## src/rtl/core/blpg_pkg.sv

```systemverilog
// shared types and constants of the bresenham line pixel generator
// no dependencies; imported by every module of the block

package blpg_pkg;

    // default coordinate width, overridable on the top level
    localparam int COORD_BITS_DEF = 12;

    // entries in the queue between front and back, power of two
    localparam int QUEUE_DEPTH = 4;

    // field widths fixed by the register map
    localparam int BPP_W   = 3;
    localparam int PITCH_W = 16;
    localparam int ADDR_W  = 32;
    localparam int COLOR_W = 32;

    // configuration port
    localparam int CFG_IDX_W  = 2;
    localparam int CFG_DATA_W = 32;

    localparam logic [CFG_IDX_W-1:0] CFG_BYTES_PER_PIXEL = 2'd0;
    localparam logic [CFG_IDX_W-1:0] CFG_ROW_PITCH       = 2'd1;
    localparam logic [CFG_IDX_W-1:0] CFG_FRAME_BASE      = 2'd2;
    localparam logic [CFG_IDX_W-1:0] CFG_PIXEL_COLOR     = 2'd3;

    // item kinds carried in tuser
    localparam logic MODE_START = 1'b0;
    localparam logic MODE_STEP  = 1'b1;

    // per-axis step direction
    typedef enum logic [1:0] {
        DIR_HOLD = 2'b00,
        DIR_INC  = 2'b01,
        DIR_DEC  = 2'b11
    } t_dir;

    // configuration register file
    typedef struct packed {
        logic [BPP_W-1:0]   bytes_per_pixel;
        logic [PITCH_W-1:0] row_pitch;
        logic [ADDR_W-1:0]  frame_base;
        logic [COLOR_W-1:0] pixel_color;
    } t_cfg;

endpackage

```

## src/rtl/core/bresenham_line_pixel_generator_top.sv

```systemverilog
// top level of the bresenham line pixel generator: stream ports, config registers
// depends on blpg_pkg, blpg_front, blpg_queue, blpg_back

// Integer Bresenham line rasterizer with framebuffer addressing. A start
// transaction (tuser = 0) carries two endpoints and arms a line without
// producing output; each step transaction (tuser = 1) yields the next pixel
// with its coordinates, byte address (frame_base + y * row_pitch +
// x * bytes_per_pixel, modulo 2^32), the pen color cut to bytes_per_pixel low
// bytes, the byte count and tlast on the second endpoint. Both endpoints are
// drawn. A step with no line armed, or with a pixel size outside one to four,
// yields nothing (the latter still advances the line). Throughput is one
// transaction per clock, starts and steps alike, while the output side is not
// held: the back stage advances the error term, coordinates and row address
// together on each step, and the y * row_pitch product for a start is formed
// in the front. Input passes through the front register, the queue and the
// output register; a four-entry queue lets the front keep accepting while the
// output side is held. The user writes configuration through the plain write
// port only while the block is idle; the block itself does not enforce this.

module bresenham_line_pixel_generator_top #(
    parameter int COORD_BITS = blpg_pkg::COORD_BITS_DEF,
    parameter int QUEUE_DEPTH = blpg_pkg::QUEUE_DEPTH
) (
    input  logic                                    i_clk,
    input  logic                                    i_rst_n,
    // slave side
    input  logic                                    s_axis_tvalid,
    output logic                                    s_axis_tready,
    // x_start, y_start, x_final, y_final, zero fill to whole bytes
    input  logic [((4*COORD_BITS+7)/8)*8-1:0]       s_axis_tdata,
    // mode
    input  logic                                    s_axis_tuser,
    // master side
    output logic                                    m_axis_tvalid,
    input  logic                                    m_axis_tready,
    // pixel_x, pixel_y, byte_address, pixel_value, byte_count, zero fill
    output logic [((2*COORD_BITS+67+7)/8)*8-1:0]    m_axis_tdata,
    // last_pixel
    output logic                                    m_axis_tlast,
    // configuration write port
    input  logic                                    i_cfg_we,
    input  logic [blpg_pkg::CFG_IDX_W-1:0]          i_cfg_index,
    input  logic [blpg_pkg::CFG_DATA_W-1:0]         i_cfg_wdata
);
    import blpg_pkg::*;

    localparam int OUT_W   = ((2*COORD_BITS+67+7)/8)*8;
    localparam int OUT_USE = 2*COORD_BITS + ADDR_W + COLOR_W + BPP_W;
    // start flag, four coords, two doubled deltas, two step codes,
    // major-axis flag, error term, row offset
    localparam int ENTRY_W = 8*COORD_BITS + 27;

    // configuration registers
    t_cfg r_cfg, n_cfg;

    always_comb begin
        n_cfg = r_cfg;
        if (i_cfg_we) begin
            unique case (i_cfg_index)
                CFG_BYTES_PER_PIXEL: n_cfg.bytes_per_pixel = i_cfg_wdata[BPP_W-1:0];
                CFG_ROW_PITCH:       n_cfg.row_pitch       = i_cfg_wdata[PITCH_W-1:0];
                CFG_FRAME_BASE:      n_cfg.frame_base      = i_cfg_wdata[ADDR_W-1:0];
                CFG_PIXEL_COLOR:     n_cfg.pixel_color     = i_cfg_wdata[COLOR_W-1:0];
                default:             n_cfg = r_cfg;
            endcase
        end
    end

    always_ff @(posedge i_clk) begin
        if (!i_rst_n) begin
            r_cfg.bytes_per_pixel <= BPP_W'(1);
            r_cfg.row_pitch       <= '0;
            r_cfg.frame_base      <= '0;
            r_cfg.pixel_color     <= '0;
        end else begin
            r_cfg <= n_cfg;
        end
    end

    // front stage outputs
    logic                          f_valid, f_ready;
    logic                          f_is_start;
    logic [COORD_BITS-1:0]         f_x_start, f_y_start, f_x_final, f_y_final;
    logic [COORD_BITS:0]           f_tadx, f_tady;
    t_dir                          f_step_x, f_step_y;
    logic                          f_x_major;
    logic signed [COORD_BITS+2:0]  f_err;
    logic [COORD_BITS+15:0]        f_row_offset;

    blpg_front #(
        .COORD_BITS (COORD_BITS)
    ) u_front (
        .i_clk          (i_clk),
        .i_rst_n        (i_rst_n),
        .i_valid        (s_axis_tvalid),
        .o_ready        (s_axis_tready),
        .i_mode         (s_axis_tuser),
        .i_x_start      (s_axis_tdata[COORD_BITS-1:0]),
        .i_y_start      (s_axis_tdata[2*COORD_BITS-1:COORD_BITS]),
        .i_x_final      (s_axis_tdata[3*COORD_BITS-1:2*COORD_BITS]),
        .i_y_final      (s_axis_tdata[4*COORD_BITS-1:3*COORD_BITS]),
        .i_row_pitch    (r_cfg.row_pitch),
        .o_valid        (f_valid),
        .i_ready        (f_ready),
        .o_is_start     (f_is_start),
        .o_x_start      (f_x_start),
        .o_y_start      (f_y_start),
        .o_x_final      (f_x_final),
        .o_y_final      (f_y_final),
        .o_twice_abs_dx (f_tadx),
        .o_twice_abs_dy (f_tady),
        .o_step_x       (f_step_x),
        .o_step_y       (f_step_y),
        .o_x_major      (f_x_major),
        .o_error_init   (f_err),
        .o_row_offset   (f_row_offset)
    );

    // queue entry packing
    logic [ENTRY_W-1:0]            q_wdata, q_rdata;
    logic                          q_valid, q_ready;
    logic                          q_is_start;
    logic [COORD_BITS-1:0]         q_x_start, q_y_start, q_x_final, q_y_final;
    logic [COORD_BITS:0]           q_tadx, q_tady;
    logic [1:0]                    q_step_x_bits, q_step_y_bits;
    logic                          q_x_major;
    logic signed [COORD_BITS+2:0]  q_err;
    logic [COORD_BITS+15:0]        q_row_offset;

    assign q_wdata = {f_is_start, f_x_start, f_y_start, f_x_final, f_y_final,
                      f_tadx, f_tady, f_step_x, f_step_y, f_x_major, f_err,
                      f_row_offset};

    assign {q_is_start, q_x_start, q_y_start, q_x_final, q_y_final,
            q_tadx, q_tady, q_step_x_bits, q_step_y_bits, q_x_major, q_err,
            q_row_offset} = q_rdata;

    blpg_queue #(
        .WIDTH (ENTRY_W),
        .DEPTH (QUEUE_DEPTH)
    ) u_queue (
        .i_clk   (i_clk),
        .i_rst_n (i_rst_n),
        .i_valid (f_valid),
        .o_ready (f_ready),
        .i_data  (q_wdata),
        .o_valid (q_valid),
        .i_ready (q_ready),
        .o_data  (q_rdata)
    );

    // back stage outputs
    logic [COORD_BITS-1:0]  b_pixel_x, b_pixel_y;
    logic [ADDR_W-1:0]      b_byte_address;
    logic [COLOR_W-1:0]     b_pixel_value;
    logic [BPP_W-1:0]       b_byte_count;

    blpg_back #(
        .COORD_BITS (COORD_BITS)
    ) u_back (
        .i_clk          (i_clk),
        .i_rst_n        (i_rst_n),
        .i_cfg          (r_cfg),
        .i_valid        (q_valid),
        .o_ready        (q_ready),
        .i_is_start     (q_is_start),
        .i_x_start      (q_x_start),
        .i_y_start      (q_y_start),
        .i_x_final      (q_x_final),
        .i_y_final      (q_y_final),
        .i_twice_abs_dx (q_tadx),
        .i_twice_abs_dy (q_tady),
        .i_step_x       (t_dir'(q_step_x_bits)),
        .i_step_y       (t_dir'(q_step_y_bits)),
        .i_x_major      (q_x_major),
        .i_error_init   (q_err),
        .i_row_offset   (q_row_offset),
        .o_valid        (m_axis_tvalid),
        .i_ready        (m_axis_tready),
        .o_pixel_x      (b_pixel_x),
        .o_pixel_y      (b_pixel_y),
        .o_byte_address (b_byte_address),
        .o_pixel_value  (b_pixel_value),
        .o_byte_count   (b_byte_count),
        .o_last_pixel   (m_axis_tlast)
    );

    assign m_axis_tdata = {{(OUT_W-OUT_USE){1'b0}}, b_byte_count, b_pixel_value,
                           b_byte_address, b_pixel_y, b_pixel_x};

endmodule

```

## src/rtl/core/blpg_front.sv

```systemverilog
// front stage: accepts items, classifies start and step, sets up line parameters
// depends on blpg_pkg

module blpg_front #(
    parameter int COORD_BITS = blpg_pkg::COORD_BITS_DEF
) (
    input  logic                          i_clk,
    input  logic                          i_rst_n,
    input  logic                          i_valid,
    output logic                          o_ready,
    input  logic                          i_mode,
    input  logic [COORD_BITS-1:0]         i_x_start,
    input  logic [COORD_BITS-1:0]         i_y_start,
    input  logic [COORD_BITS-1:0]         i_x_final,
    input  logic [COORD_BITS-1:0]         i_y_final,
    input  logic [blpg_pkg::PITCH_W-1:0]  i_row_pitch,
    output logic                          o_valid,
    input  logic                          i_ready,
    output logic                          o_is_start,
    output logic [COORD_BITS-1:0]         o_x_start,
    output logic [COORD_BITS-1:0]         o_y_start,
    output logic [COORD_BITS-1:0]         o_x_final,
    output logic [COORD_BITS-1:0]         o_y_final,
    output logic [COORD_BITS:0]           o_twice_abs_dx,
    output logic [COORD_BITS:0]           o_twice_abs_dy,
    output blpg_pkg::t_dir                o_step_x,
    output blpg_pkg::t_dir                o_step_y,
    output logic                          o_x_major,
    output logic signed [COORD_BITS+2:0]  o_error_init,
    output logic [COORD_BITS+15:0]        o_row_offset
);
    import blpg_pkg::*;

    logic                          r_valid;
    logic                          r_is_start;
    logic [COORD_BITS-1:0]         r_x_start, r_y_start, r_x_final, r_y_final;
    logic [COORD_BITS:0]           r_tadx, r_tady;
    t_dir                          r_step_x, r_step_y;
    logic                          r_x_major;
    logic signed [COORD_BITS+2:0]  r_err;
    logic [COORD_BITS+15:0]        r_row_offset;

    logic                          n_valid;
    logic                          load;
    logic signed [COORD_BITS:0]    d_x, d_y;
    logic [COORD_BITS-1:0]         abs_x, abs_y;
    logic [COORD_BITS:0]           n_tadx, n_tady;
    t_dir                          n_step_x, n_step_y;
    logic                          n_x_major;
    logic signed [COORD_BITS+2:0]  n_err;

    assign o_ready = !r_valid || i_ready;
    assign load    = i_valid && o_ready;

    always_comb begin
        d_x = $signed({1'b0, i_x_final}) - $signed({1'b0, i_x_start});
        d_y = $signed({1'b0, i_y_final}) - $signed({1'b0, i_y_start});
        abs_x = d_x[COORD_BITS] ? COORD_BITS'(-d_x) : d_x[COORD_BITS-1:0];
        abs_y = d_y[COORD_BITS] ? COORD_BITS'(-d_y) : d_y[COORD_BITS-1:0];
        n_tadx = {abs_x, 1'b0};
        n_tady = {abs_y, 1'b0};
        n_x_major = abs_x > abs_y;
        // initial error: twice the minor delta less the major delta
        if (n_x_major) begin
            n_err = $signed({2'b00, n_tady}) - $signed({3'b000, abs_x});
        end else begin
            n_err = $signed({2'b00, n_tadx}) - $signed({3'b000, abs_y});
        end
        if (d_x[COORD_BITS]) begin
            n_step_x = DIR_DEC;
        end else if (abs_x == '0) begin
            n_step_x = DIR_HOLD;
        end else begin
            n_step_x = DIR_INC;
        end
        if (d_y[COORD_BITS]) begin
            n_step_y = DIR_DEC;
        end else if (abs_y == '0) begin
            n_step_y = DIR_HOLD;
        end else begin
            n_step_y = DIR_INC;
        end
        n_valid = load || (r_valid && !i_ready);
    end

    always_ff @(posedge i_clk) begin
        if (!i_rst_n) begin
            r_valid <= 1'b0;
        end else begin
            r_valid <= n_valid;
        end
    end

    always_ff @(posedge i_clk) begin
        if (load) begin
            r_is_start   <= (i_mode == MODE_START);
            r_x_start    <= i_x_start;
            r_y_start    <= i_y_start;
            r_x_final    <= i_x_final;
            r_y_final    <= i_y_final;
            r_tadx       <= n_tadx;
            r_tady       <= n_tady;
            r_step_x     <= n_step_x;
            r_step_y     <= n_step_y;
            r_x_major    <= n_x_major;
            r_err        <= n_err;
            // start row offset, added to the frame base in the back
            r_row_offset <= i_y_start * i_row_pitch;
        end
    end

    assign o_valid        = r_valid;
    assign o_is_start     = r_is_start;
    assign o_x_start      = r_x_start;
    assign o_y_start      = r_y_start;
    assign o_x_final      = r_x_final;
    assign o_y_final      = r_y_final;
    assign o_twice_abs_dx = r_tadx;
    assign o_twice_abs_dy = r_tady;
    assign o_step_x       = r_step_x;
    assign o_step_y       = r_step_y;
    assign o_x_major      = r_x_major;
    assign o_error_init   = r_err;
    assign o_row_offset   = r_row_offset;

endmodule

```

## src/rtl/core/blpg_queue.sv

```systemverilog
// small first-in first-out queue of register entries between front and back
// depends on blpg_pkg

module blpg_queue #(
    parameter int WIDTH = 8,
    parameter int DEPTH = blpg_pkg::QUEUE_DEPTH
) (
    input  logic             i_clk,
    input  logic             i_rst_n,
    input  logic             i_valid,
    output logic             o_ready,
    input  logic [WIDTH-1:0] i_data,
    output logic             o_valid,
    input  logic             i_ready,
    output logic [WIDTH-1:0] o_data
);
    import blpg_pkg::*;

    localparam int PTR_W = (DEPTH > 1) ? $clog2(DEPTH) : 1;
    localparam int CNT_W = $clog2(DEPTH + 1);

    logic [WIDTH-1:0] r_mem [DEPTH];
    logic [PTR_W-1:0] r_wr_ptr, r_rd_ptr;
    logic [CNT_W-1:0] r_count;
    logic [PTR_W-1:0] n_wr_ptr, n_rd_ptr;
    logic [CNT_W-1:0] n_count;
    logic             push, pop;

    assign o_ready = (r_count != CNT_W'(DEPTH));
    assign o_valid = (r_count != '0);
    assign push    = i_valid && o_ready;
    assign pop     = o_valid && i_ready;
    assign o_data  = r_mem[r_rd_ptr];

    // pointers wrap at the depth
    always_comb begin
        n_wr_ptr = r_wr_ptr;
        n_rd_ptr = r_rd_ptr;
        if (push) begin
            n_wr_ptr = (r_wr_ptr == PTR_W'(DEPTH - 1)) ? '0 : r_wr_ptr + 1'b1;
        end
        if (pop) begin
            n_rd_ptr = (r_rd_ptr == PTR_W'(DEPTH - 1)) ? '0 : r_rd_ptr + 1'b1;
        end
        n_count = r_count + CNT_W'(push) - CNT_W'(pop);
    end

    always_ff @(posedge i_clk) begin
        if (!i_rst_n) begin
            r_wr_ptr <= '0;
            r_rd_ptr <= '0;
            r_count  <= '0;
        end else begin
            r_wr_ptr <= n_wr_ptr;
            r_rd_ptr <= n_rd_ptr;
            r_count  <= n_count;
        end
    end

    always_ff @(posedge i_clk) begin
        if (push) begin
            r_mem[r_wr_ptr] <= i_data;
        end
    end

endmodule

```

## src/rtl/core/blpg_back.sv

```systemverilog
// back stage: line state, bresenham stepping, address and color, output register
// depends on blpg_pkg

module blpg_back #(
    parameter int COORD_BITS = blpg_pkg::COORD_BITS_DEF
) (
    input  logic                          i_clk,
    input  logic                          i_rst_n,
    input  blpg_pkg::t_cfg                i_cfg,
    input  logic                          i_valid,
    output logic                          o_ready,
    input  logic                          i_is_start,
    input  logic [COORD_BITS-1:0]         i_x_start,
    input  logic [COORD_BITS-1:0]         i_y_start,
    input  logic [COORD_BITS-1:0]         i_x_final,
    input  logic [COORD_BITS-1:0]         i_y_final,
    input  logic [COORD_BITS:0]           i_twice_abs_dx,
    input  logic [COORD_BITS:0]           i_twice_abs_dy,
    input  blpg_pkg::t_dir                i_step_x,
    input  blpg_pkg::t_dir                i_step_y,
    input  logic                          i_x_major,
    input  logic signed [COORD_BITS+2:0]  i_error_init,
    input  logic [COORD_BITS+15:0]        i_row_offset,
    output logic                          o_valid,
    input  logic                          i_ready,
    output logic [COORD_BITS-1:0]         o_pixel_x,
    output logic [COORD_BITS-1:0]         o_pixel_y,
    output logic [blpg_pkg::ADDR_W-1:0]   o_byte_address,
    output logic [blpg_pkg::COLOR_W-1:0]  o_pixel_value,
    output logic [blpg_pkg::BPP_W-1:0]    o_byte_count,
    output logic                          o_last_pixel
);
    import blpg_pkg::*;

    function automatic logic [COORD_BITS-1:0] step_coord(
        input logic [COORD_BITS-1:0] c,
        input t_dir                  d
    );
        logic [COORD_BITS-1:0] res;
        unique case (d)
            DIR_INC: res = c + COORD_BITS'(1);
            DIR_DEC: res = c - COORD_BITS'(1);
            default: res = c;
        endcase
        return res;
    endfunction

    // line state
    logic                          r_line_active, n_line_active;
    logic [COORD_BITS-1:0]         r_cur_x, n_cur_x, r_cur_y, n_cur_y;
    logic [COORD_BITS-1:0]         r_end_x, n_end_x, r_end_y, n_end_y;
    logic signed [COORD_BITS+2:0]  r_err, n_err;
    logic [COORD_BITS:0]           r_tadx, n_tadx, r_tady, n_tady;
    t_dir                          r_step_x, n_step_x, r_step_y, n_step_y;
    logic                          r_x_major, n_x_major;
    logic [ADDR_W-1:0]             r_row_addr, n_row_addr;

    // output register
    logic                          r_out_valid, n_out_valid;
    logic [COORD_BITS-1:0]         r_pixel_x, n_pixel_x, r_pixel_y, n_pixel_y;
    logic [ADDR_W-1:0]             r_byte_address, n_byte_address;
    logic [COLOR_W-1:0]            r_pixel_value, n_pixel_value;
    logic [BPP_W-1:0]              r_byte_count, n_byte_count;
    logic                          r_last_pixel, n_last_pixel;

    logic                          pop;
    logic                          is_last;
    logic                          err_nonneg;
    logic                          move_x, move_y;
    logic                          emit;
    logic signed [COORD_BITS+2:0]  tadx_s, tady_s;
    logic [ADDR_W-1:0]             x_wide, x_bytes, pitch_wide;
    logic [COLOR_W-1:0]            color_mask;

    assign o_ready = !r_out_valid || i_ready;
    assign pop     = i_valid && o_ready;

    always_comb begin
        is_last    = r_x_major ? (r_cur_x == r_end_x) : (r_cur_y == r_end_y);
        err_nonneg = !r_err[COORD_BITS+2];
        move_x     = !is_last && (r_x_major || err_nonneg);
        move_y     = !is_last && (!r_x_major || err_nonneg);
        tadx_s     = $signed({2'b00, r_tadx});
        tady_s     = $signed({2'b00, r_tady});
        emit       = (i_cfg.bytes_per_pixel != '0) && (i_cfg.bytes_per_pixel <= BPP_W'(4));
        x_wide     = ADDR_W'(r_cur_x);
        pitch_wide = ADDR_W'(i_cfg.row_pitch);

        // x times the pixel size by shift and add
        unique case (i_cfg.bytes_per_pixel)
            3'd1:    x_bytes = x_wide;
            3'd2:    x_bytes = x_wide << 1;
            3'd3:    x_bytes = (x_wide << 1) + x_wide;
            3'd4:    x_bytes = x_wide << 2;
            default: x_bytes = '0;
        endcase
        unique case (i_cfg.bytes_per_pixel)
            3'd1:    color_mask = 32'h0000_00FF;
            3'd2:    color_mask = 32'h0000_FFFF;
            3'd3:    color_mask = 32'h00FF_FFFF;
            default: color_mask = 32'hFFFF_FFFF;
        endcase

        n_line_active  = r_line_active;
        n_cur_x        = r_cur_x;
        n_cur_y        = r_cur_y;
        n_end_x        = r_end_x;
        n_end_y        = r_end_y;
        n_err          = r_err;
        n_tadx         = r_tadx;
        n_tady         = r_tady;
        n_step_x       = r_step_x;
        n_step_y       = r_step_y;
        n_x_major      = r_x_major;
        n_row_addr     = r_row_addr;
        n_out_valid    = r_out_valid && !i_ready;
        n_pixel_x      = r_pixel_x;
        n_pixel_y      = r_pixel_y;
        n_byte_address = r_byte_address;
        n_pixel_value  = r_pixel_value;
        n_byte_count   = r_byte_count;
        n_last_pixel   = r_last_pixel;

        if (pop) begin
            if (i_is_start) begin
                // arm a new line, abandoning any line in progress
                n_line_active = 1'b1;
                n_cur_x       = i_x_start;
                n_cur_y       = i_y_start;
                n_end_x       = i_x_final;
                n_end_y       = i_y_final;
                n_err         = i_error_init;
                n_tadx        = i_twice_abs_dx;
                n_tady        = i_twice_abs_dy;
                n_step_x      = i_step_x;
                n_step_y      = i_step_y;
                n_x_major     = i_x_major;
                n_row_addr    = i_cfg.frame_base + ADDR_W'(i_row_offset);
            end else if (r_line_active) begin
                n_line_active = !is_last;
                if (move_x) begin
                    n_cur_x = step_coord(r_cur_x, r_step_x);
                end
                if (move_y) begin
                    n_cur_y = step_coord(r_cur_y, r_step_y);
                    unique case (r_step_y)
                        DIR_INC: n_row_addr = r_row_addr + pitch_wide;
                        DIR_DEC: n_row_addr = r_row_addr - pitch_wide;
                        default: n_row_addr = r_row_addr;
                    endcase
                end
                if (!is_last) begin
                    if (r_x_major) begin
                        n_err = r_err - (err_nonneg ? tadx_s : '0) + tady_s;
                    end else begin
                        n_err = r_err - (err_nonneg ? tady_s : '0) + tadx_s;
                    end
                end
                if (emit) begin
                    n_out_valid    = 1'b1;
                    n_pixel_x      = r_cur_x;
                    n_pixel_y      = r_cur_y;
                    n_byte_address = r_row_addr + x_bytes;
                    n_pixel_value  = i_cfg.pixel_color & color_mask;
                    n_byte_count   = i_cfg.bytes_per_pixel;
                    n_last_pixel   = is_last;
                end
            end
        end
    end

    always_ff @(posedge i_clk) begin
        if (!i_rst_n) begin
            r_line_active <= 1'b0;
            r_out_valid   <= 1'b0;
        end else begin
            r_line_active <= n_line_active;
            r_out_valid   <= n_out_valid;
        end
    end

    always_ff @(posedge i_clk) begin
        r_cur_x        <= n_cur_x;
        r_cur_y        <= n_cur_y;
        r_end_x        <= n_end_x;
        r_end_y        <= n_end_y;
        r_err          <= n_err;
        r_tadx         <= n_tadx;
        r_tady         <= n_tady;
        r_step_x       <= n_step_x;
        r_step_y       <= n_step_y;
        r_x_major      <= n_x_major;
        r_row_addr     <= n_row_addr;
        r_pixel_x      <= n_pixel_x;
        r_pixel_y      <= n_pixel_y;
        r_byte_address <= n_byte_address;
        r_pixel_value  <= n_pixel_value;
        r_byte_count   <= n_byte_count;
        r_last_pixel   <= n_last_pixel;
    end

    assign o_valid        = r_out_valid;
    assign o_pixel_x      = r_pixel_x;
    assign o_pixel_y      = r_pixel_y;
    assign o_byte_address = r_byte_address;
    assign o_pixel_value  = r_pixel_value;
    assign o_byte_count   = r_byte_count;
    assign o_last_pixel   = r_last_pixel;

endmodule
```

## config.mk

```make
export PLATFORM = sky130hd
export DESIGN_NAME = bresenham_line_pixel_generator_top
export DESIGN_NICKNAME = d
export VERILOG_FILES = /design/src/rtl/core/blpg_pkg.sv /design/src/rtl/core/bresenham_line_pixel_generator_top.sv /design/src/rtl/core/blpg_front.sv /design/src/rtl/core/blpg_queue.sv /design/src/rtl/core/blpg_back.sv
export SDC_FILE = /design/constraint.sdc
export NUM_CORES = 2
export LEC_CHECK = 0
export CAP_MARGIN = 10
export CORE_MARGIN = 5
export CORE_UTILIZATION = 30
export CTS_CLUSTER_SIZE = 14
export DETAILED_ROUTE_END_ITERATION = 16
export DONT_BUFFER_PORTS = 1
export SYNTH_ARGS = -nofsm -noshare
export SYNTH_HDL_FRONTEND = slang
export SYNTH_SLANG_ARGS = --single-unit
export TNS_END_PERCENT = 10
```

## constraint.sdc

```tcl
create_clock -name i_clk -period 10.1 [get_ports i_clk]
set_input_delay 1.515 -clock i_clk [delete_from_list [all_inputs] [get_ports i_clk]]
set_output_delay 1.515 -clock i_clk [all_outputs]
set_load 0.02 [all_outputs]
```

==> impl_metrics.json <==
{
  "status": "finished, final reports clean",
  "rrSetupSlack_ns": 3.71,
  "arrival_ns": 6.81,
  "setup_viol": 0,
  "root_buffer": "clkbuf_16",
  "syn_area_per_cell_um2": 12.5,
  "hp-class": "flip-flop to flip-flop",
  "cts_tree": "yes",
  "cts_hold_buf": 0,
  "drc_errors": 0,
  "cellPowerDensity_nw_per_um2": 305,
  "cts_max_level": 3,
  "avgRoutedWirePerCell_um": 19.8,
  "vias": 29294,
  "die_x_um": 412,
  "synth_seq_cells": 905,
  "first_iter_violations": 2089,
  "detail-route-antenna-nets": 0,
  "synth_edf_count": 810,
  "gp_congestion": 0.813,
  "synth_area_um2": 48400,
  "yosys.area.top_type": "edfxtp_1",
  "grt_max_degree": 120,
  "synthCells": 3859,
  "skew_ns": 0.0311,
  "fmax_ghz": 0.157,
  "clk_latency_ns": 0.70,
  "worstPathRequired_ns": 10.52,
  "worstPathMaxFanout": 12,
  "layout_common_cells": "810 x edfxtp_1, 416 x nand2_1, 395 x inv_1, 266 x ha_1, 261 x a21oi_1",
  "yosys.area_share.adder": 0.142,
  "worstSetupEndpointType": "flip-flop",
  "synthFlopType": "edfxtp_1",
  "clockPowerShare": 0.216,
  "ys.warnings.count": 0,
  "slew_viol_final": 0,
  "muxShareOfSynthArea": 0.0588,
  "synthDistinctLibCells": 81,
  "finalSetupTns_ns": 0,
  "synthSimpleGateAreaFrac": 0.0897,
  "fillers": 15649,
  "io_buffers": 0,
  "p_seq_frac": 0.348,
  "hpwlAfterDp_mm": 87.6,
  "wl_mm": 121,
  "r2r_end": "u_front.o_row_offset[27]$_DFFE_PP_",
  "synthTopCellsByArea": "edfxtp_1 50%, fa_1 7.3%, ha_1 6.9%, mux4_2 5.5%, dfxtp_1 3.9%",
  "startpoint_type": "flip-flop",
  "clock_sinks": 905,
  "chipHeight_um": 412,
  "comb_power_share": 0.436,
  "setup_ws_ns": 3.71,
  "post-cts-setup-buffers": 0,
  "synthXorXnorAreaFrac": 0.0436,
  "power_leakage_nw": 20.2,
  "numCtsBuffers": 96,
  "layout_commonest_cell": "edfxtp_1",
  "cap_violations": 0,
  "synth_compound_area_frac": 0.0823,
  "nets": 4406,
  "ios": 187,
  "syn_to_final_growth_pct": 12.0,
  "critPathKind": "flip-flop to flip-flop",
  "start_util": 0.301,
  "dieArea_um2": 169000,
  "post-route-min-period_ns": 6.39,
  "antenna_found_initial": 6,
  "synthArstFlopShare": 0,
  "instances_no_fill": 6117,
  "rsz0062_at_grt": "false",
  "ff2ff_path_depth": 20,
  "grt_usage": 0.141,
  "dp_slack_ns": 3.21,
  "cts_resized": 0,
  "p_switching_mw": 6.32,
  "hp-start": "r_cfg[3]$_SDFFE_PN0P_",
  "path_clk_slew_ns": 0.06,
  "hold_end": "u_back.o_pixel_value[3]$_DFFE_PP_",
  "grt_pass1_vias": 29722,
  "clockBufferDepth": 3,
  "hold_viol_final": 0,
  "max-slew-margin-rel": 0.253,
  "vdd_drop_max_uv": 160,
  "grt_pass1_wl_mm": 184,
  "overflow": 0,
  "core_area_um2": 161000,
  "fin_crit_sh": 0.632,
  "rows": 147,
  "synth_top_family_by_area": "adder cells",
  "drive_gt1_frac": 0.0883,
  "synth-seq-area-share": 0.542,
  "switching_share": 0.382,
  "whs_path_depth": 0,
  "placed_cells": 5937,
  "firstDrtPassIters": 5,
  "reg2reg_from": "r_cfg[65]$_SDFFE_PN0P_",
  "vias_per_cell": 4.79,
  "synth_top_area_frac": 0.503,
  "worstMarginPinSlew_ns": 1.12,
  "p_int_mw": 10.2
}
-- critical path: stages, from the launching register on --
cell and delay, ns:
dfxtp_1 0.87, inv_1 0.47, nor2_1 0.24, fa_1 0.43, ha_1 0.20, fa_1 0.48
inv_1 0.05, fa_1 0.49, fa_1 0.49, inv_1 0.04, ha_1 0.34, nand3_1 0.09
o22ai_1 0.27, nor2b_1 0.10, or3_1 0.40, a31oi_1 0.24, a31oi_1 0.24, nor3_1 0.30
or3_1 0.15, a21oi_1 0.08, xnor2_1 0.14
-- logic make-up after synthesis --
group                    count (synthesis)
multiplexers                           136
AND/OR/NAND/NOR                        957
other                                    1
buffers and inverters                  532
adder cells (fa/ha/maj)                443
AO/OA/AOI/OAI                          647
flip-flops                             905
XOR/XNOR                               238
-- routing by layer --
metal	track usage	vias up	share of wire
li1	-	13742	-
met4	0.0408	6	0.025
met5	0	-	0.00027
met1	0.186	14708	0.44
met3	0.0286	145	0.059
met2	0.235	693	0.47
-- cell type report --
cell class              instances  area, um2  share of cell area
well taps                    2160       2700              0.0498
clock inverters                53        634              0.0117
clock buffers                 124       2550              0.0470
repair buffers                 45        350             0.00646
diodes                          3       7.51            0.000138
multi-input cells            2426      20200               0.373
flip-flops and latches        905      26200               0.484
inverters                     401       1510              0.0278
-- cell usage after synthesis, types with 4 or more instances --
library cell and n:
a21oi_1 261, or4_1 6, and2_1 82, ha_1 266, nand3b_1 6, nand2_1 416, a21o_1 54, or3_1 19
or2_2 9, a2111oi_0 5, nor3_1 44, mux2i_1 14, and3_1 19, clkbuf_1 98, o41a_1 4, mux4_2 118
dfxtp_1 95, nand3_1 40, nor4_1 13, a41oi_1 5, buf_1 27, nor2b_1 35, nand2b_1 29, edfxtp_1 810
xor2_1 92, o21ai_0 144, o31ai_1 23, o41ai_1 9, a211o_1 7, buf_4 5, nand4_1 11, nor2_1 215
and4_1 4, fa_1 177, o211ai_1 6, a211oi_1 16, o21bai_1 19, xnor2_1 144, inv_1 396, o21a_1 22
a21boi_0 12, a31oi_1 14, a222oi_1 7
-- registers in the layout, summed over array words and instances (netlist names), 13 cells and up, named ones only --
signal	count
u_back.o_byte_address	32
r_cfg	83
u_back.r_err	14
u_back.o_pixel_value	32
u_queue.r_mem	476
u_front.o_error_init	13
u_front.o_row_offset	28
u_back.r_row_addr	32
-- stage by stage --
stage,area (um2),utilization,total power [mW],hold slack (ns)
final,54200,0.338,16.6,0.431
after global routing,54200,0.338,17.8,0.443
after CTS,54200,0.338,16.7,0.434
after detailed placement,51000,0.318,13.1,0.420
after global placement,51000,0.318,13.0,0.418
after floorplan,48400,-,11.2,0.408
-- worst max-delay path by stage --
stage          slack, ns  cells past startpoint                                  to                    from
6_report            3.71                     20  u_front.o_row_offset[27]$_DFFE_PP_  r_cfg[65]$_SDFFE_PN0P_
5_1_grt             3.39                     20  u_front.o_row_offset[27]$_DFFE_PP_  r_cfg[65]$_SDFFE_PN0P_
4_1_cts             3.74                     20  u_front.o_row_offset[27]$_DFFE_PP_  r_cfg[65]$_SDFFE_PN0P_
3_5_place_dp        3.21                     19   u_front.o_error_init[1]$_DFFE_PP_        s_axis_tdata[24]
3_3_place_gp        3.23                     19   u_front.o_error_init[1]$_DFFE_PP_        s_axis_tdata[24]
2_1_floorplan       1.20                      4  u_back.o_byte_address[0]$_DFFE_PP_           m_axis_tready
-- power groups by stage --
stage               clock [mW]  sequential [mW]  combinational (mW)
global route              3.83             5.83                8.12
detailed placement           0             5.86                7.22
global placement             0             5.84                7.11
finish                    3.57             5.76                7.22
floorplan                    0             5.55                5.67
CTS                       3.67             5.78                7.27
No activity file was read; power rests on OpenSTA's default activity.
